==> config.mk <==
export PLATFORM = sky130hd
export DESIGN_NAME = mlfq_process_scheduler_top
export DESIGN_NICKNAME = d
export VERILOG_FILES = /design/src/rtl/mlfq_pkg.sv /design/src/rtl/mlfq_ram.sv /design/src/rtl/mlfq_process_scheduler_top.sv
export SDC_FILE = /design/constraint.sdc
export NUM_CORES = 2
export LEC_CHECK = 0
export BUFFER_PORTS_ARGS = -buffer_cell sky130_fd_sc_hd__buf_2
export CORE_MARGIN = 4
export CORE_UTILIZATION = 45
export DETAILED_ROUTE_END_ITERATION = 6
export PLACE_DENSITY = 0.58
export SLEW_MARGIN = 15
export SYNTH_ARGS = -nofsm -noshare
export SYNTH_HDL_FRONTEND = slang
export SYNTH_SLANG_ARGS = --single-unit
==> constraint.sdc <==
create_clock -name i_clk -period 13.76 [get_ports i_clk]
set_clock_uncertainty 0.15 [all_clocks]
set_input_delay 2.752 -clock i_clk [delete_from_list [all_inputs] [get_ports i_clk]]
set_output_delay 2.752 -clock i_clk [all_outputs]
set_load 0.02 [all_outputs]
==> src/rtl/mlfq_pkg.sv <==
// Shared types and codes for the feedback-queue scheduler.
// No dependencies.
`default_nettype none
package mlfq_pkg;

    localparam int BURST_W = 10;
    localparam int TIME_W  = 16;

    typedef enum logic [1:0] {
        RS_WAIT = 2'd0,
        RS_EXEC = 2'd1,
        RS_IO   = 2'd2,
        RS_DONE = 2'd3
    } t_run_state;

    localparam logic [2:0] FN_LOAD_CPU = 3'd0;
    localparam logic [2:0] FN_LOAD_IO  = 3'd1;
    localparam logic [2:0] FN_COUNTS   = 3'd2;
    localparam logic [2:0] FN_STEP     = 3'd3;
    localparam logic [2:0] FN_READ     = 3'd4;

    localparam logic [1:0] CFG_QUANT_ONE = 2'd0;
    localparam logic [1:0] CFG_QUANT_TWO = 2'd1;
    localparam logic [1:0] CFG_TIME_LIM  = 2'd2;
    localparam logic [1:0] CFG_PROCS     = 2'd3;

endpackage
`default_nettype wire

==> src/rtl/mlfq_ram.sv <==
// Single-port burst table RAM with registered read.
// Uses mlfq_pkg for the data width.
`default_nettype none
module mlfq_ram #(
    parameter int AW = 7
) (
    input  wire logic                         i_clk,
    input  wire logic                         i_we,
    input  wire logic [AW-1:0]                i_addr,
    input  wire logic [mlfq_pkg::BURST_W-1:0] i_wdata,
    output logic      [mlfq_pkg::BURST_W-1:0] o_rdata
);
    logic [mlfq_pkg::BURST_W-1:0] r_mem [2**AW];
    logic [mlfq_pkg::BURST_W-1:0] r_rdata;

    always_ff @(posedge i_clk) begin
        if (i_we) begin
            r_mem[i_addr] <= i_wdata;
        end
        r_rdata <= r_mem[i_addr];
    end

    assign o_rdata = r_rdata;
endmodule
`default_nettype wire

==> src/rtl/mlfq_process_scheduler_top.sv <==
// Three-level feedback-queue scheduler: process table, burst RAMs, round sequencer.
// Depends on mlfq_pkg and mlfq_ram.
//
// Usage: items arrive on i_valid/o_ready with i_func selecting load cpu burst,
// load io burst, set burst counts, step, or read stats. Every item yields exactly
// one result transaction on o_valid/i_ready. Configuration writes use
// i_cfg_valid/o_cfg_ready with i_cfg_index and i_cfg_data; the port is always
// ready. Write it only while the block is idle; the block does not enforce it.
// Loads, counts and reads pass through S_RESP to the result register.
// A step scans the entries in use for the selection, may read-modify-write the
// CPU burst RAM, and when time advances makes an I/O countdown pass over the
// entries through the I/O burst RAM. One item is processed at a time.
// Reset (synchronous, active low) clears all per-process state and counters and
// restores the default configuration; the burst RAMs are not cleared.
// A finished result waits in the output register while the receiver stalls;
// the next item is still accepted and processed, and its result holds until
// the output register frees, with o_ready low meanwhile.
`default_nettype none
module mlfq_process_scheduler_top #(
    parameter int NUM_PROCS  = 8,
    parameter int MAX_BURSTS = 16,
    parameter int NUM_LEVELS = 3
) (
    input  wire logic        i_clk,
    input  wire logic        i_rst_n,
    input  wire logic        i_valid,
    output logic             o_ready,
    input  wire logic [2:0]  i_func,
    input  wire logic [2:0]  i_proc_index,
    input  wire logic [3:0]  i_entry_index,
    input  wire logic [9:0]  i_entry_value,
    output logic             o_valid,
    input  wire logic        i_ready,
    output logic [15:0]      o_current_time,
    output logic [2:0]       o_chosen_process,
    output logic             o_cpu_idle,
    output logic [1:0]       o_chosen_level,
    output logic             o_all_done,
    output logic [15:0]      o_idle_ticks,
    output logic [15:0]      o_response_time,
    output logic [15:0]      o_wait_time,
    output logic [15:0]      o_turnaround_time,
    input  wire logic        i_cfg_valid,
    output logic             o_cfg_ready,
    input  wire logic [1:0]  i_cfg_index,
    input  wire logic [15:0] i_cfg_data
);
    localparam int PW = (NUM_PROCS > 2) ? $clog2(NUM_PROCS) : 1;
    localparam int BW = (MAX_BURSTS > 2) ? $clog2(MAX_BURSTS) : 1;
    localparam int NW = PW + 1;
    localparam int CW = $clog2(MAX_BURSTS + 1);
    localparam int LW = $clog2(NUM_LEVELS + 1);
    localparam int DW = mlfq_pkg::BURST_W;
    localparam int TW = mlfq_pkg::TIME_W;

    typedef enum logic [3:0] {
        S_IDLE, S_SCAN, S_PRE, S_PRE_WR, S_SEL, S_RUN, S_ADV, S_IO, S_IO_WR, S_FIN, S_RESP
    } t_state;

    t_state r_state;

    logic [7:0]  r_q1, r_q2;
    logic [15:0] r_limit;
    logic [3:0]  r_piu;

    mlfq_pkg::t_run_state r_rs [NUM_PROCS];
    logic [CW-1:0] r_ccnt   [NUM_PROCS];
    logic [CW-1:0] r_icnt   [NUM_PROCS];
    logic [LW-1:0] r_lvl    [NUM_PROCS];
    logic [TW-1:0] r_rsince [NUM_PROCS];
    logic [BW-1:0] r_bpos   [NUM_PROCS];
    logic [BW-1:0] r_iopos  [NUM_PROCS];
    logic [DW-1:0] r_slice  [NUM_PROCS];
    logic [TW-1:0] r_first  [NUM_PROCS];
    logic          r_hasrun [NUM_PROCS];
    logic [TW-1:0] r_waited [NUM_PROCS];
    logic [TW-1:0] r_finish [NUM_PROCS];

    logic [TW-1:0] r_tick, r_idle_cnt;
    logic [PW-1:0] r_prev;
    logic          r_prev_valid, r_dispatch;

    logic [NW-1:0] r_idx;
    logic          r_bvalid;
    logic [PW-1:0] r_ch;
    logic [LW-1:0] r_blvl;
    logic [TW-1:0] r_brs;

    logic [2:0]    r_res_ch;
    logic          r_res_idle;
    logic [1:0]    r_res_lvl;
    logic [TW-1:0] r_res_rt, r_res_wt, r_res_tt;

    logic          r_out_valid;
    logic [15:0]   r_out_time, r_out_idle_ticks, r_out_rt, r_out_wt, r_out_tt;
    logic [2:0]    r_out_ch;
    logic          r_out_idle, r_out_done;
    logic [1:0]    r_out_lvl;

    logic [NW-1:0] w_n;
    logic [31:0]   w_n_raw;
    logic [PW-1:0] w_pi, w_ip;
    logic [BW-1:0] w_ei;
    logic          w_pi_ok, w_ei_ok, w_finished, w_accept, w_rd_ok;
    logic [NUM_PROCS-1:0] w_done_vec, w_exec_vec;

    logic          c_we, i_we_io;
    logic [PW+BW-1:0] c_addr, io_addr;
    logic [DW-1:0] c_wd, io_wd, w_cpu_rd, w_io_rd, w_rem;
    logic [PW-1:0] w_sub;
    logic          w_lt, w_inq, w_better;
    logic [7:0]    w_quant;

    assign w_n_raw = (r_piu == 4'd0) ? 32'd1 :
                     ((32'(r_piu) > NUM_PROCS) ? 32'(NUM_PROCS) : 32'(r_piu));
    assign w_n     = w_n_raw[NW-1:0];
    assign w_pi    = PW'(i_proc_index);
    assign w_ei    = BW'(i_entry_index);
    assign w_pi_ok = 32'(i_proc_index) < NUM_PROCS;
    assign w_ei_ok = 32'(i_entry_index) < MAX_BURSTS;
    assign w_ip    = r_idx[PW-1:0];
    assign w_accept = i_valid && o_ready;
    assign w_rd_ok  = (i_func == mlfq_pkg::FN_READ) && w_pi_ok;

    always_comb begin
        for (int p = 0; p < NUM_PROCS; p++) begin
            w_done_vec[p] = (32'(p) >= 32'(w_n)) || (r_rs[p] == mlfq_pkg::RS_DONE);
            w_exec_vec[p] = (r_rs[p] == mlfq_pkg::RS_EXEC);
        end
    end
    assign w_finished = (r_tick >= r_limit) || (&w_done_vec);

    assign w_sub   = (r_state == S_PRE_WR) ? r_prev : r_ch;
    assign w_rem   = (w_cpu_rd > r_slice[w_sub]) ? (w_cpu_rd - r_slice[w_sub]) : '0;
    assign w_quant = (r_lvl[r_ch] <= LW'(1)) ? r_q1 : r_q2;
    assign w_lt    = r_slice[r_ch] < w_cpu_rd;
    assign w_inq   = (32'(r_lvl[r_ch]) >= NUM_LEVELS) || (r_slice[r_ch] < DW'(w_quant));
    assign w_better = (r_rs[w_ip] == mlfq_pkg::RS_WAIT || r_rs[w_ip] == mlfq_pkg::RS_EXEC)
                   && (!r_bvalid || r_lvl[w_ip] < r_blvl
                       || (r_lvl[w_ip] == r_blvl && r_rsince[w_ip] < r_brs));

    always_comb begin
        c_we   = 1'b0;
        c_addr = {r_ch, r_bpos[r_ch]};
        c_wd   = w_rem;
        case (r_state)
            S_IDLE: begin
                c_addr = {w_pi, w_ei};
                c_wd   = i_entry_value;
                c_we   = w_accept && i_func == mlfq_pkg::FN_LOAD_CPU && w_pi_ok && w_ei_ok;
            end
            S_PRE: begin
                c_addr = {r_prev, r_bpos[r_prev]};
            end
            S_PRE_WR: begin
                c_addr = {r_prev, r_bpos[r_prev]};
                c_we   = 1'b1;
            end
            S_RUN: begin
                c_we = w_lt && !w_inq;
            end
            default: begin
                c_we = 1'b0;
            end
        endcase
    end

    always_comb begin
        i_we_io = 1'b0;
        io_addr = {w_ip, r_iopos[w_ip]};
        io_wd   = (w_io_rd <= DW'(1)) ? '0 : (w_io_rd - DW'(1));
        case (r_state)
            S_IDLE: begin
                io_addr = {w_pi, w_ei};
                io_wd   = i_entry_value;
                i_we_io = w_accept && i_func == mlfq_pkg::FN_LOAD_IO && w_pi_ok && w_ei_ok;
            end
            S_IO_WR: begin
                i_we_io = 1'b1;
            end
            default: begin
                i_we_io = 1'b0;
            end
        endcase
    end

    mlfq_ram #(.AW(PW + BW)) u_cpu_ram (
        .i_clk(i_clk), .i_we(c_we), .i_addr(c_addr), .i_wdata(c_wd), .o_rdata(w_cpu_rd)
    );

    mlfq_ram #(.AW(PW + BW)) u_io_ram (
        .i_clk(i_clk), .i_we(i_we_io), .i_addr(io_addr), .i_wdata(io_wd), .o_rdata(w_io_rd)
    );

    always_ff @(posedge i_clk) begin
        if (!i_rst_n) begin
            r_state      <= S_IDLE;
            r_q1         <= 8'd5;
            r_q2         <= 8'd10;
            r_limit      <= 16'd590;
            r_piu        <= 4'd8;
            r_tick       <= '0;
            r_idle_cnt   <= '0;
            r_prev       <= '0;
            r_prev_valid <= 1'b0;
            r_dispatch   <= 1'b0;
            r_out_valid  <= 1'b0;
            for (int p = 0; p < NUM_PROCS; p++) begin
                r_rs[p]     <= mlfq_pkg::RS_WAIT;
                r_ccnt[p]   <= '0;
                r_icnt[p]   <= '0;
                r_lvl[p]    <= LW'(1);
                r_rsince[p] <= '0;
                r_bpos[p]   <= '0;
                r_iopos[p]  <= '0;
                r_slice[p]  <= '0;
                r_first[p]  <= '0;
                r_hasrun[p] <= 1'b0;
                r_waited[p] <= '0;
                r_finish[p] <= '0;
            end
        end else begin
            if (i_cfg_valid) begin
                case (i_cfg_index)
                    mlfq_pkg::CFG_QUANT_ONE: r_q1    <= i_cfg_data[7:0];
                    mlfq_pkg::CFG_QUANT_TWO: r_q2    <= i_cfg_data[7:0];
                    mlfq_pkg::CFG_TIME_LIM:  r_limit <= i_cfg_data;
                    mlfq_pkg::CFG_PROCS:     r_piu   <= i_cfg_data[3:0];
                    default:                 r_piu   <= r_piu;
                endcase
            end
            if (r_out_valid && i_ready && r_state != S_RESP) begin
                r_out_valid <= 1'b0;
            end
            case (r_state)
                S_IDLE: begin
                    if (w_accept) begin
                        r_res_ch   <= '0;
                        r_res_idle <= 1'b0;
                        r_res_lvl  <= 2'd1;
                        r_res_rt   <= w_rd_ok ? r_first[w_pi] : '0;
                        r_res_wt   <= w_rd_ok ? r_waited[w_pi] : '0;
                        r_res_tt   <= w_rd_ok ? r_finish[w_pi] : '0;
                        r_idx      <= '0;
                        r_bvalid   <= 1'b0;
                        r_ch       <= '0;
                        r_blvl     <= '0;
                        r_brs      <= '0;
                        r_state    <= (i_func == mlfq_pkg::FN_STEP && !w_finished) ?
                                      S_SCAN : S_RESP;
                        if (i_func == mlfq_pkg::FN_COUNTS && w_pi_ok) begin
                            r_ccnt[w_pi] <= (32'(i_entry_value) > MAX_BURSTS) ?
                                            CW'(MAX_BURSTS) : CW'(i_entry_value);
                            r_icnt[w_pi] <= (32'(i_entry_index) > MAX_BURSTS) ?
                                            CW'(MAX_BURSTS) : CW'(i_entry_index);
                        end
                    end
                end
                S_SCAN: begin
                    if (w_better) begin
                        r_bvalid <= 1'b1;
                        r_ch     <= w_ip;
                        r_blvl   <= r_lvl[w_ip];
                        r_brs    <= r_rsince[w_ip];
                    end
                    if (r_idx + NW'(1) == w_n) begin
                        r_state <= S_PRE;
                    end else begin
                        r_idx <= r_idx + NW'(1);
                    end
                end
                S_PRE: begin
                    if (r_prev_valid && (!r_bvalid || r_ch != r_prev)
                        && r_rs[r_prev] == mlfq_pkg::RS_EXEC) begin
                        r_state <= S_PRE_WR;
                    end else begin
                        r_state <= S_SEL;
                    end
                end
                S_PRE_WR: begin
                    r_rsince[r_prev] <= r_tick;
                    r_slice[r_prev]  <= '0;
                    r_dispatch       <= 1'b0;
                    if (w_rem == '0) begin
                        if (32'(r_bpos[r_prev]) + 1 < 32'(r_ccnt[r_prev])) begin
                            r_bpos[r_prev] <= r_bpos[r_prev] + BW'(1);
                            r_rs[r_prev]   <= mlfq_pkg::RS_IO;
                        end else begin
                            r_rs[r_prev]     <= mlfq_pkg::RS_DONE;
                            r_finish[r_prev] <= r_tick;
                        end
                    end else begin
                        r_rs[r_prev] <= mlfq_pkg::RS_WAIT;
                    end
                    r_state <= S_SEL;
                end
                S_SEL: begin
                    r_prev       <= r_ch;
                    r_prev_valid <= r_bvalid;
                    if (!r_bvalid) begin
                        if (r_idle_cnt != '1) begin
                            r_idle_cnt <= r_idle_cnt + TW'(1);
                        end
                        r_state <= S_ADV;
                    end else if (r_rs[r_ch] == mlfq_pkg::RS_WAIT) begin
                        if (!r_dispatch) begin
                            r_slice[r_ch] <= '0;
                            r_rs[r_ch]    <= mlfq_pkg::RS_EXEC;
                            r_dispatch    <= 1'b1;
                        end
                        r_state <= S_FIN;
                    end else begin
                        r_state <= S_RUN;
                    end
                end
                S_RUN: begin
                    if (!r_hasrun[r_ch]) begin
                        r_first[r_ch]  <= r_tick;
                        r_hasrun[r_ch] <= 1'b1;
                    end
                    if (w_lt) begin
                        if (w_inq) begin
                            r_slice[r_ch] <= r_slice[r_ch] + DW'(1);
                            r_state       <= S_ADV;
                        end else begin
                            r_lvl[r_ch]    <= r_lvl[r_ch] + LW'(1);
                            r_slice[r_ch]  <= '0;
                            r_rsince[r_ch] <= r_tick;
                            r_dispatch     <= 1'b0;
                            r_rs[r_ch]     <= mlfq_pkg::RS_WAIT;
                            r_state        <= S_FIN;
                        end
                    end else begin
                        r_rsince[r_ch] <= r_tick;
                        r_slice[r_ch]  <= '0;
                        r_dispatch     <= 1'b0;
                        r_state        <= S_FIN;
                        if (32'(r_bpos[r_ch]) + 1 < 32'(r_ccnt[r_ch])) begin
                            r_bpos[r_ch] <= r_bpos[r_ch] + BW'(1);
                            r_rs[r_ch]   <= mlfq_pkg::RS_IO;
                        end else begin
                            r_rs[r_ch]     <= mlfq_pkg::RS_DONE;
                            r_finish[r_ch] <= r_tick;
                        end
                    end
                end
                S_ADV: begin
                    for (int p = 0; p < NUM_PROCS; p++) begin
                        if (32'(p) < 32'(w_n) && r_rs[p] == mlfq_pkg::RS_WAIT
                            && r_waited[p] != '1) begin
                            r_waited[p] <= r_waited[p] + TW'(1);
                        end
                    end
                    r_idx   <= '0;
                    r_state <= S_IO;
                end
                S_IO: begin
                    if (r_idx == w_n) begin
                        if (r_tick != '1) begin
                            r_tick <= r_tick + TW'(1);
                        end
                        r_state <= S_FIN;
                    end else if (r_rs[w_ip] == mlfq_pkg::RS_IO) begin
                        r_state <= S_IO_WR;
                    end else begin
                        r_idx <= r_idx + NW'(1);
                    end
                end
                S_IO_WR: begin
                    if (w_io_rd <= DW'(1)) begin
                        if (32'(r_iopos[w_ip]) + 1 < 32'(r_icnt[w_ip])) begin
                            r_iopos[w_ip] <= r_iopos[w_ip] + BW'(1);
                        end
                        r_rs[w_ip]     <= mlfq_pkg::RS_WAIT;
                        r_rsince[w_ip] <= r_tick;
                    end
                    r_idx   <= r_idx + NW'(1);
                    r_state <= S_IO;
                end
                S_FIN: begin
                    if (r_bvalid) begin
                        r_res_ch  <= 3'(r_ch);
                        r_res_lvl <= 2'(r_lvl[r_ch]);
                    end else begin
                        r_res_idle <= 1'b1;
                    end
                    r_state <= S_RESP;
                end
                S_RESP: begin
                    if (!r_out_valid || i_ready) begin
                        r_out_valid      <= 1'b1;
                        r_out_time       <= r_tick;
                        r_out_ch         <= r_res_ch;
                        r_out_idle       <= r_res_idle;
                        r_out_lvl        <= r_res_lvl;
                        r_out_done       <= w_finished;
                        r_out_idle_ticks <= r_idle_cnt;
                        r_out_rt         <= r_res_rt;
                        r_out_wt         <= r_res_wt;
                        r_out_tt         <= r_res_tt;
                        r_state          <= S_IDLE;
                    end
                end
                default: begin
                    r_state <= S_IDLE;
                end
            endcase
        end
    end

    assign o_ready           = (r_state == S_IDLE);
    assign o_cfg_ready       = 1'b1;
    assign o_valid           = r_out_valid;
    assign o_current_time    = r_out_time;
    assign o_chosen_process  = r_out_ch;
    assign o_cpu_idle        = r_out_idle;
    assign o_chosen_level    = r_out_lvl;
    assign o_all_done        = r_out_done;
    assign o_idle_ticks      = r_out_idle_ticks;
    assign o_response_time   = r_out_rt;
    assign o_wait_time       = r_out_wt;
    assign o_turnaround_time = r_out_tt;

    a_one_exec: assert property (@(posedge i_clk) disable iff (!i_rst_n)
        $countones(w_exec_vec) == 32'(r_dispatch))
        else $error("executing process count disagrees with dispatch flag");

    a_tick_mono: assert property (@(posedge i_clk) disable iff (!i_rst_n)
        1'b1 |=> r_tick >= $past(r_tick))
        else $error("tick counter went backwards");

    a_idle_mono: assert property (@(posedge i_clk) disable iff (!i_rst_n)
        1'b1 |=> r_idle_cnt >= $past(r_idle_cnt))
        else $error("idle counter went backwards");

endmodule
`default_nettype wire

## Word level (Yosys, flattened, before mapping)

Memory sizes are Yosys's and may differ from the RTL's. A register that Yosys moved wholly into a read port is not among the register bits.
Index checks and enable logic that the tools add are counted.

| word-level totals | value |
|---|---|
| register bits after elaboration | 197 |
| memory bits (writable) | 3328 |
| input port bits | 43 |
| output and inout bits | 90 |
| word-level logic and storage cells | 517 |
| memories kept | 14 |

| operators by class | value |
|---|---|
| $add $sub $neg | 21 |
| order comparisons | 30 |
| eq/ne operators | 56 |
| muxes and demuxes | 247 |
| bitwise gates (word level) | 18 |
| reduce and logical (&&, ||, !) cells | 103 |

Memory list:

| memory | words | bits a word | rd ports | clocked after Yosys merged registers in | write ports | RTL line | text |
|---|---|---|---|---|---|---|---|
| u_cpu_ram.r_mem | 128 | 10 | 1 | 1 | 1 | mlfq_ram.sv:13 | `logic [mlfq_pkg::BURST_W-1:0] r_mem [2**AW];` |
| u_io_ram.r_mem | 128 | 10 | 1 | 1 | 1 | mlfq_ram.sv:13 |  |
| r_finish | 8 | 16 | 1 | 1 | 8 | mlfq_process_scheduler_top.sv:77 | `logic [TW-1:0] r_finish [NUM_PROCS];` |
| r_first | 8 | 16 | 1 | 1 | 8 | mlfq_process_scheduler_top.sv:74 | `logic [TW-1:0] r_first [NUM_PROCS];` |
| r_rsince | 8 | 16 | 1 | 1 | 8 | mlfq_process_scheduler_top.sv:70 | `logic [TW-1:0] r_rsince [NUM_PROCS];` |
| r_waited | 8 | 16 | 9 | 1 | 8 | mlfq_process_scheduler_top.sv:76 | `logic [TW-1:0] r_waited [NUM_PROCS];` |
| +8 memories | n/a | n/a | n/a | n/a | n/a | n/a |  |

Operators with widths:

| kind | count |
|---|---|
| 16-bit two-way mux | 17 |
| 16-bit by 1-bit adder with 16-bit output (second input constant) | 10 |
| 16-bit != test (second input constant) | 10 |
| 1-bit two-way mux | 131 |
| 3-bit two-way mux | 40 |
| 16-bit OR reduction | 6 |
| 10-bit two-way mux | 9 |
| 4-bit two-way mux | 20 |
| 4-bit case mux with 10 select lines | 1 |
| 16-bit case mux with 2 select lines | 1 |
| 1-bit logical AND | 27 |
| 2-bit two-way mux | 13 |
| 2-bit == test (second input constant) | 11 |
| 2-bit zero test | 11 |
| 2-bit != test (second input constant) | 10 |
| 4-bit case mux with 5 select lines | 1 |
| 4-bit AND reduction | 5 |
| 10-bit OR reduction | 2 |
| 1-bit OR | 17 |
| 4-bit by 1-bit adder with 4-bit output (second input constant) | 4 |
| 4-bit by 3-bit == test with 1-bit output (second input constant) | 4 |
| 16-bit >= comparator | 1 |
| 3-bit by 4-bit >= comparator with 1-bit output (first input constant) | 4 |
| 16-bit less-than comparator | 1 |
| other kinds (58) | 119 |

## Logic depth before layout (Yosys ltp)

An unclocked memory read counts as a cell.

| depth | value |
|---|---|
| depth after elaboration | 16 |
| depth in mapped cells | 25 |
| gate-level depth less buffers | 19 |

## Modules after synthesis

Synthesis repeated with hierarchy kept, for this count alone.

| second synthesis, totals | value |
|---|---|
| cell total of the unflattened synthesis | 9803 |
| area total of the unflattened synthesis | 150525.6 µm² |

By module, submodules not included:

| module | instances | cells an instance | area an instance (µm²) | seq. area each (µm²) |
|---|---|---|---|---|
| mlfq_ram | 2 | 2932 | 49891.6 | 38637.1 |
| mlfq_process_scheduler_top | 1 | 3939 | 50742.4 | 29738.5 |

## Worst setup path before layout

OpenSTA, ideal clock, no wires.

| timing | value |
|---|---|
| kind | input port to flip-flop |
| from | in i_rst_n |
| to | reg r_out_done (netlist: o_all_done), enable pin |
| setup time | 778 ps |
| arrival | 12527 ps |
| data required time | 12832 ps |
| slack | 305 ps |
| cell stages on the path | 4 |
| buffers on the path | 3 |
| cell sequence | clkbuf_1 > clkbuf_1 > clkbuf_1 > nor4b_1 |

| between the ends | value |
|---|---|
| cells in the longest elaborated chain, start to end | 1 |

RTL lines:

| element | RTL line | text |
|---|---|---|
| from (decl) | mlfq_process_scheduler_top.sv:25 | `input wire logic i_rst_n,` |
| 3-bit AND reduction (no line) | n/a |  |
| to (signal assigned) | mlfq_process_scheduler_top.sv:396 | `r_out_done <= w_finished;` |
| to (decl) | mlfq_process_scheduler_top.sv:97 | `logic r_out_idle, r_out_done;` |

No other way between the ends.
A chain may end at the register's enable or synchronous reset.

## Final worst setup path

| timing | value |
|---|---|
| from | reg r_state[0] |
| to | mem u_cpu_ram.r_mem[1][4] (netlist name), data pin |

| between the ends | value |
|---|---|
| cells in the longest elaborated chain, start to end | 6 |
| elaborated cells on any way between the ends | 8 |
| those cells by class | add/sub: 1; order compare: 1; eq/ne: 1; mux: 3; reduce/logical: 1; memory: 1 |

RTL lines:

| element | RTL line | text |
|---|---|---|
| from (decl) | mlfq_process_scheduler_top.sv:60 | `t_state r_state;` |
| from (signal assigned) | mlfq_process_scheduler_top.sv:249 | `r_state <= (i_func == mlfq_pkg::FN_STEP && !w_finished) ?` |
| 4-bit by 2-bit == test with 1-bit output | mlfq_process_scheduler_top.sv:133 | `assign w_sub = (r_state == S_PRE_WR) ? r_prev : r_ch;` |
| 3-bit two-way mux | mlfq_process_scheduler_top.sv:133 |  |
| memory 8 x 10 bit | n/a |  |
| 10-bit subtractor / 10-bit > comparator (equally long branches) | mlfq_process_scheduler_top.sv:134 | `assign w_rem = (w_cpu_rd > r_slice[w_sub]) ? (w_cpu_rd - r_slice[w_sub]) : '0;` |
| 10-bit two-way mux | mlfq_process_scheduler_top.sv:134 |  |
| 10-bit two-way mux (*) | mlfq_process_scheduler_top.sv:146 | `case (r_state)` |
| via c_wd[4] | mlfq_process_scheduler_top.sv:109 | `logic [DW-1:0] c_wd, io_wd, w_cpu_rd, w_io_rd, w_rem;` |
| to (decl) | mlfq_ram.sv:13 |  |

Mark *: on every way through the listed nets, which the timed path passes. The rest lies on a longest branch.

==> flow_summary.yaml <==
status:
  outcome: "completed"
critical_path:
  crit_arrival_ns: 8.83
  crit_required_ns: 14.18
  crit_slowest_cell: "o21ai_4"
  cp_cell_sequence: "buf_4 -> inv_1 -> nor2_1 -> mux2i_4 -> buf_4 -> mux4_2 -> mux2_2 -> ha_1 -> inv_1 -> fa_1 -> a21o_1 -> a21oi_1 -> o221ai_1 -> a21o_1 -> a21oi_1 -> nor2_1 -> nand2_1 -> o21ai_4 -> buf_4"
  critical_path_class: "flip-flop to flip-flop"
  cpMostUsedCell: "buf_4"
  regToRegSetupSlack_ns: 5.36
  crit_path_max_incr_delay_ns: 1.05
  critical_path.top_delay_family: "buffers and inverters"
  path_max_fanout: 90
  startpoint_type: "flip-flop"
  crit_path_end_kind: "flip-flop"
  path_buf_inv: 5
pwr:
  total_power_uw: 45200
  power-per-cell-area_nw_per_um2: 270
  ir_worst_vdd_mv: 0.570
  leakage_uw: 0.0552
route:
  drtPass1Iterations: 7
  drc: 0
  drt_iter0_drc: 12400
  highest-signal-layer: "met5"
  route.met3.wl_um: 48100
  vias: 92300
  wl_met2_um: 214000
  wl_per_cell_um: 31.9
  wl_met1_um: 184000
  wl_um: 469000
  via_per_inst: 6.29
  antenna_left: 0
worst_hold_path:
  min_path_type: "flip-flop to flip-flop"
place:
  placed_cell_area_um2: 155000
  dp_hpwl_um: 287000
  gp_congestion: 0.922
  portBuffers: 131
  pre_cts_ws_ns: 5.53
synthesis:
  ys_top_cells_by_area: "edfxtp_1 70%, mux4_2 4.0%, nand2_1 2.3%, a22oi_1 2.1%, nor2_1 2.0%"
  synth_nets: 10000
  ys.flop_type: "edfxtp_1"
  yosys_warnings: 0
  synth.top_cells.by_count: "3,487 x edfxtp_1, 895 x nand2_1, 782 x nor2_1"
  synth_edf_count: 3487
  synth_top_area_share_pct: 70.3
  post-synth-top-area-cell: "edfxtp_1"
  ys_ff_latch: 3602
  syn-instance-count: 9881
  syn-cell-area_um2: 149000
  synth_most_common_cell: "edfxtp_1"
  synth-seq-area-share_pct: 71.9
  ys_types: 99
  syn_area_per_cell_um2: 15.1
  async_reset_ff_share_pct: 0
timing:
  setup_violations: 0
  period_share_pct: 61.1
  fin_crit_ns: 8.40
  fin_ws_ns: 5.36
  maxSlewHeadroom_pct: 4.08
  slew_viol_final: 0
  rsz0062_at_grt: "false"
  clock.fmax_ghz: 0.119
  hold_viol_final: 0
  tightest_slew_ns: 1.42
  setup_tns_ns: 0
die:
  start_util_pct: 45.3
  die_y_um: 583
  fp.dieW_um: 583
  fp.coreArea_um2: 328000
  fp-row-count: 210
  io_pins: 133
  dieArea_um2: 340000
global_routing:
  grt_pass1_wl_um: 665000
  track_usage_pct: 26.8
  grt_max_degree: 170
  antenna_found_initial: 24
  grt_pass1_vias: 90000
  grt_overflow: 0
clocking:
  cts_tree: "built"
  htree_levels: 5
  cts_resized: 0
  post-cts-setup-buffer-count: 0
  path_clk_slew_ns: 0.07
  cts_hold_buf: 0
  cts.sinks: 3602
  insertion_delay_ns: 0.97
  ctsRootBufferMaster: "clkbuf_16"
  clock_path_buffers: 4
  cts_buffers: 377
cells_and_area:
  syn_to_final_growth_pct: 12.4
  fin_nets: 10100
  stdcell_area_um2: 167000
  drive_gt1_share_pct: 14.8
run:
  drv_cap: 0
## logic make-up after synthesis
logic type | synth area share (%)
AO/OA/AOI/OAI | 8.68
XOR/XNOR | 1.03
flip-flops | 71.9
AND/OR/NAND/NOR | 8.80
buffers and inverters | 2.09
adder cells (fa/ha/maj) | 0.777
multiplexers | 6.74
other | 0.00252
## layout by cell type (no fill, tap or decap), types with 29 or more instances in the layout
cell type / count
a211oi_1: 76
a21o_1: 37
a21oi_1: 295
a221oi_1: 172
a222oi_1: 53
a22o_1: 61
a22oi_1: 417
a31oi_1: 67
a41oi_1: 32
and2_1: 443
and3_1: 107
buf_2: 127
buf_4: 256
bufinv_16: 29
clkbuf_1: 79
clkbuf_16: 381
clkinv_1: 77
clkinv_2: 73
dfxtp_1: 109
edfxtp_1: 3487
ha_1: 90
inv_1: 100
mux2_2: 127
mux2i_1: 255
mux4_2: 263
nand2_1: 882
nand2b_1: 31
nand3_1: 225
nand4_1: 68
nor2_1: 713
nor2_2: 62
nor2b_1: 57
nor3_1: 76
o211ai_1: 37
o21ai_0: 180
o22ai_1: 68
xnor2_1: 110
xor2_1: 65
## layout make-up
class | count | area [um2]
clock buffer | 477 | 10100
tap | 4346 | 5440
clock inverter | 223 | 2050
timing repair buffer | 395 | 2770
multi-input combinational | 5530 | 39500
inverter | 102 | 383
antenna | 16 | 40.0
sequential | 3602 | 107000
fill | 27200 | 161000
## through the flow
step                      std cells  util [%]  hold slack (ns)
after floorplan                9881         -            0.250
after global placement        14000      47.2            0.251
after detailed placement      14000      47.2            0.255
after CTS                     14700      50.9            0.255
after global routing          14700      50.9            0.262
final                         14700      50.9            0.252
## registers in the layout, indices dropped and copies added, names as in the netlist, 40 cells and up, named ones only
name,count
u_io_ram.r_mem,1280
r_rsince,128
u_cpu_ram.r_mem,1280
r_ccnt,40
r_finish,128
r_waited,128
r_slice,80
r_first,128
## power by group
group	leakage (uW)	switching, uW	internal, uW
clock network	0.00591	4340	5740
logic	0.0159	15000	4850
registers	0.0334	306	15000
## final timing paths
check               start                     to  depth (start not counted)
max            r_state[0]  u_cpu_ram.r_mem[1][4]                         19
min          r_res_rt[12]    o_response_time[12]                          0
max reg2reg    r_state[0]  u_cpu_ram.r_mem[1][4]                         19
min reg2reg  r_res_rt[12]    o_response_time[12]                          0
## per-layer routing
layer	up-vias	GRT usage (%)
li1	38700	-
met1	47200	36.9
met2	5409	41.4
met3	992	5.82
met4	16	11.2
met5	-	0
Note: power is estimated with default switching activity, not from simulation.
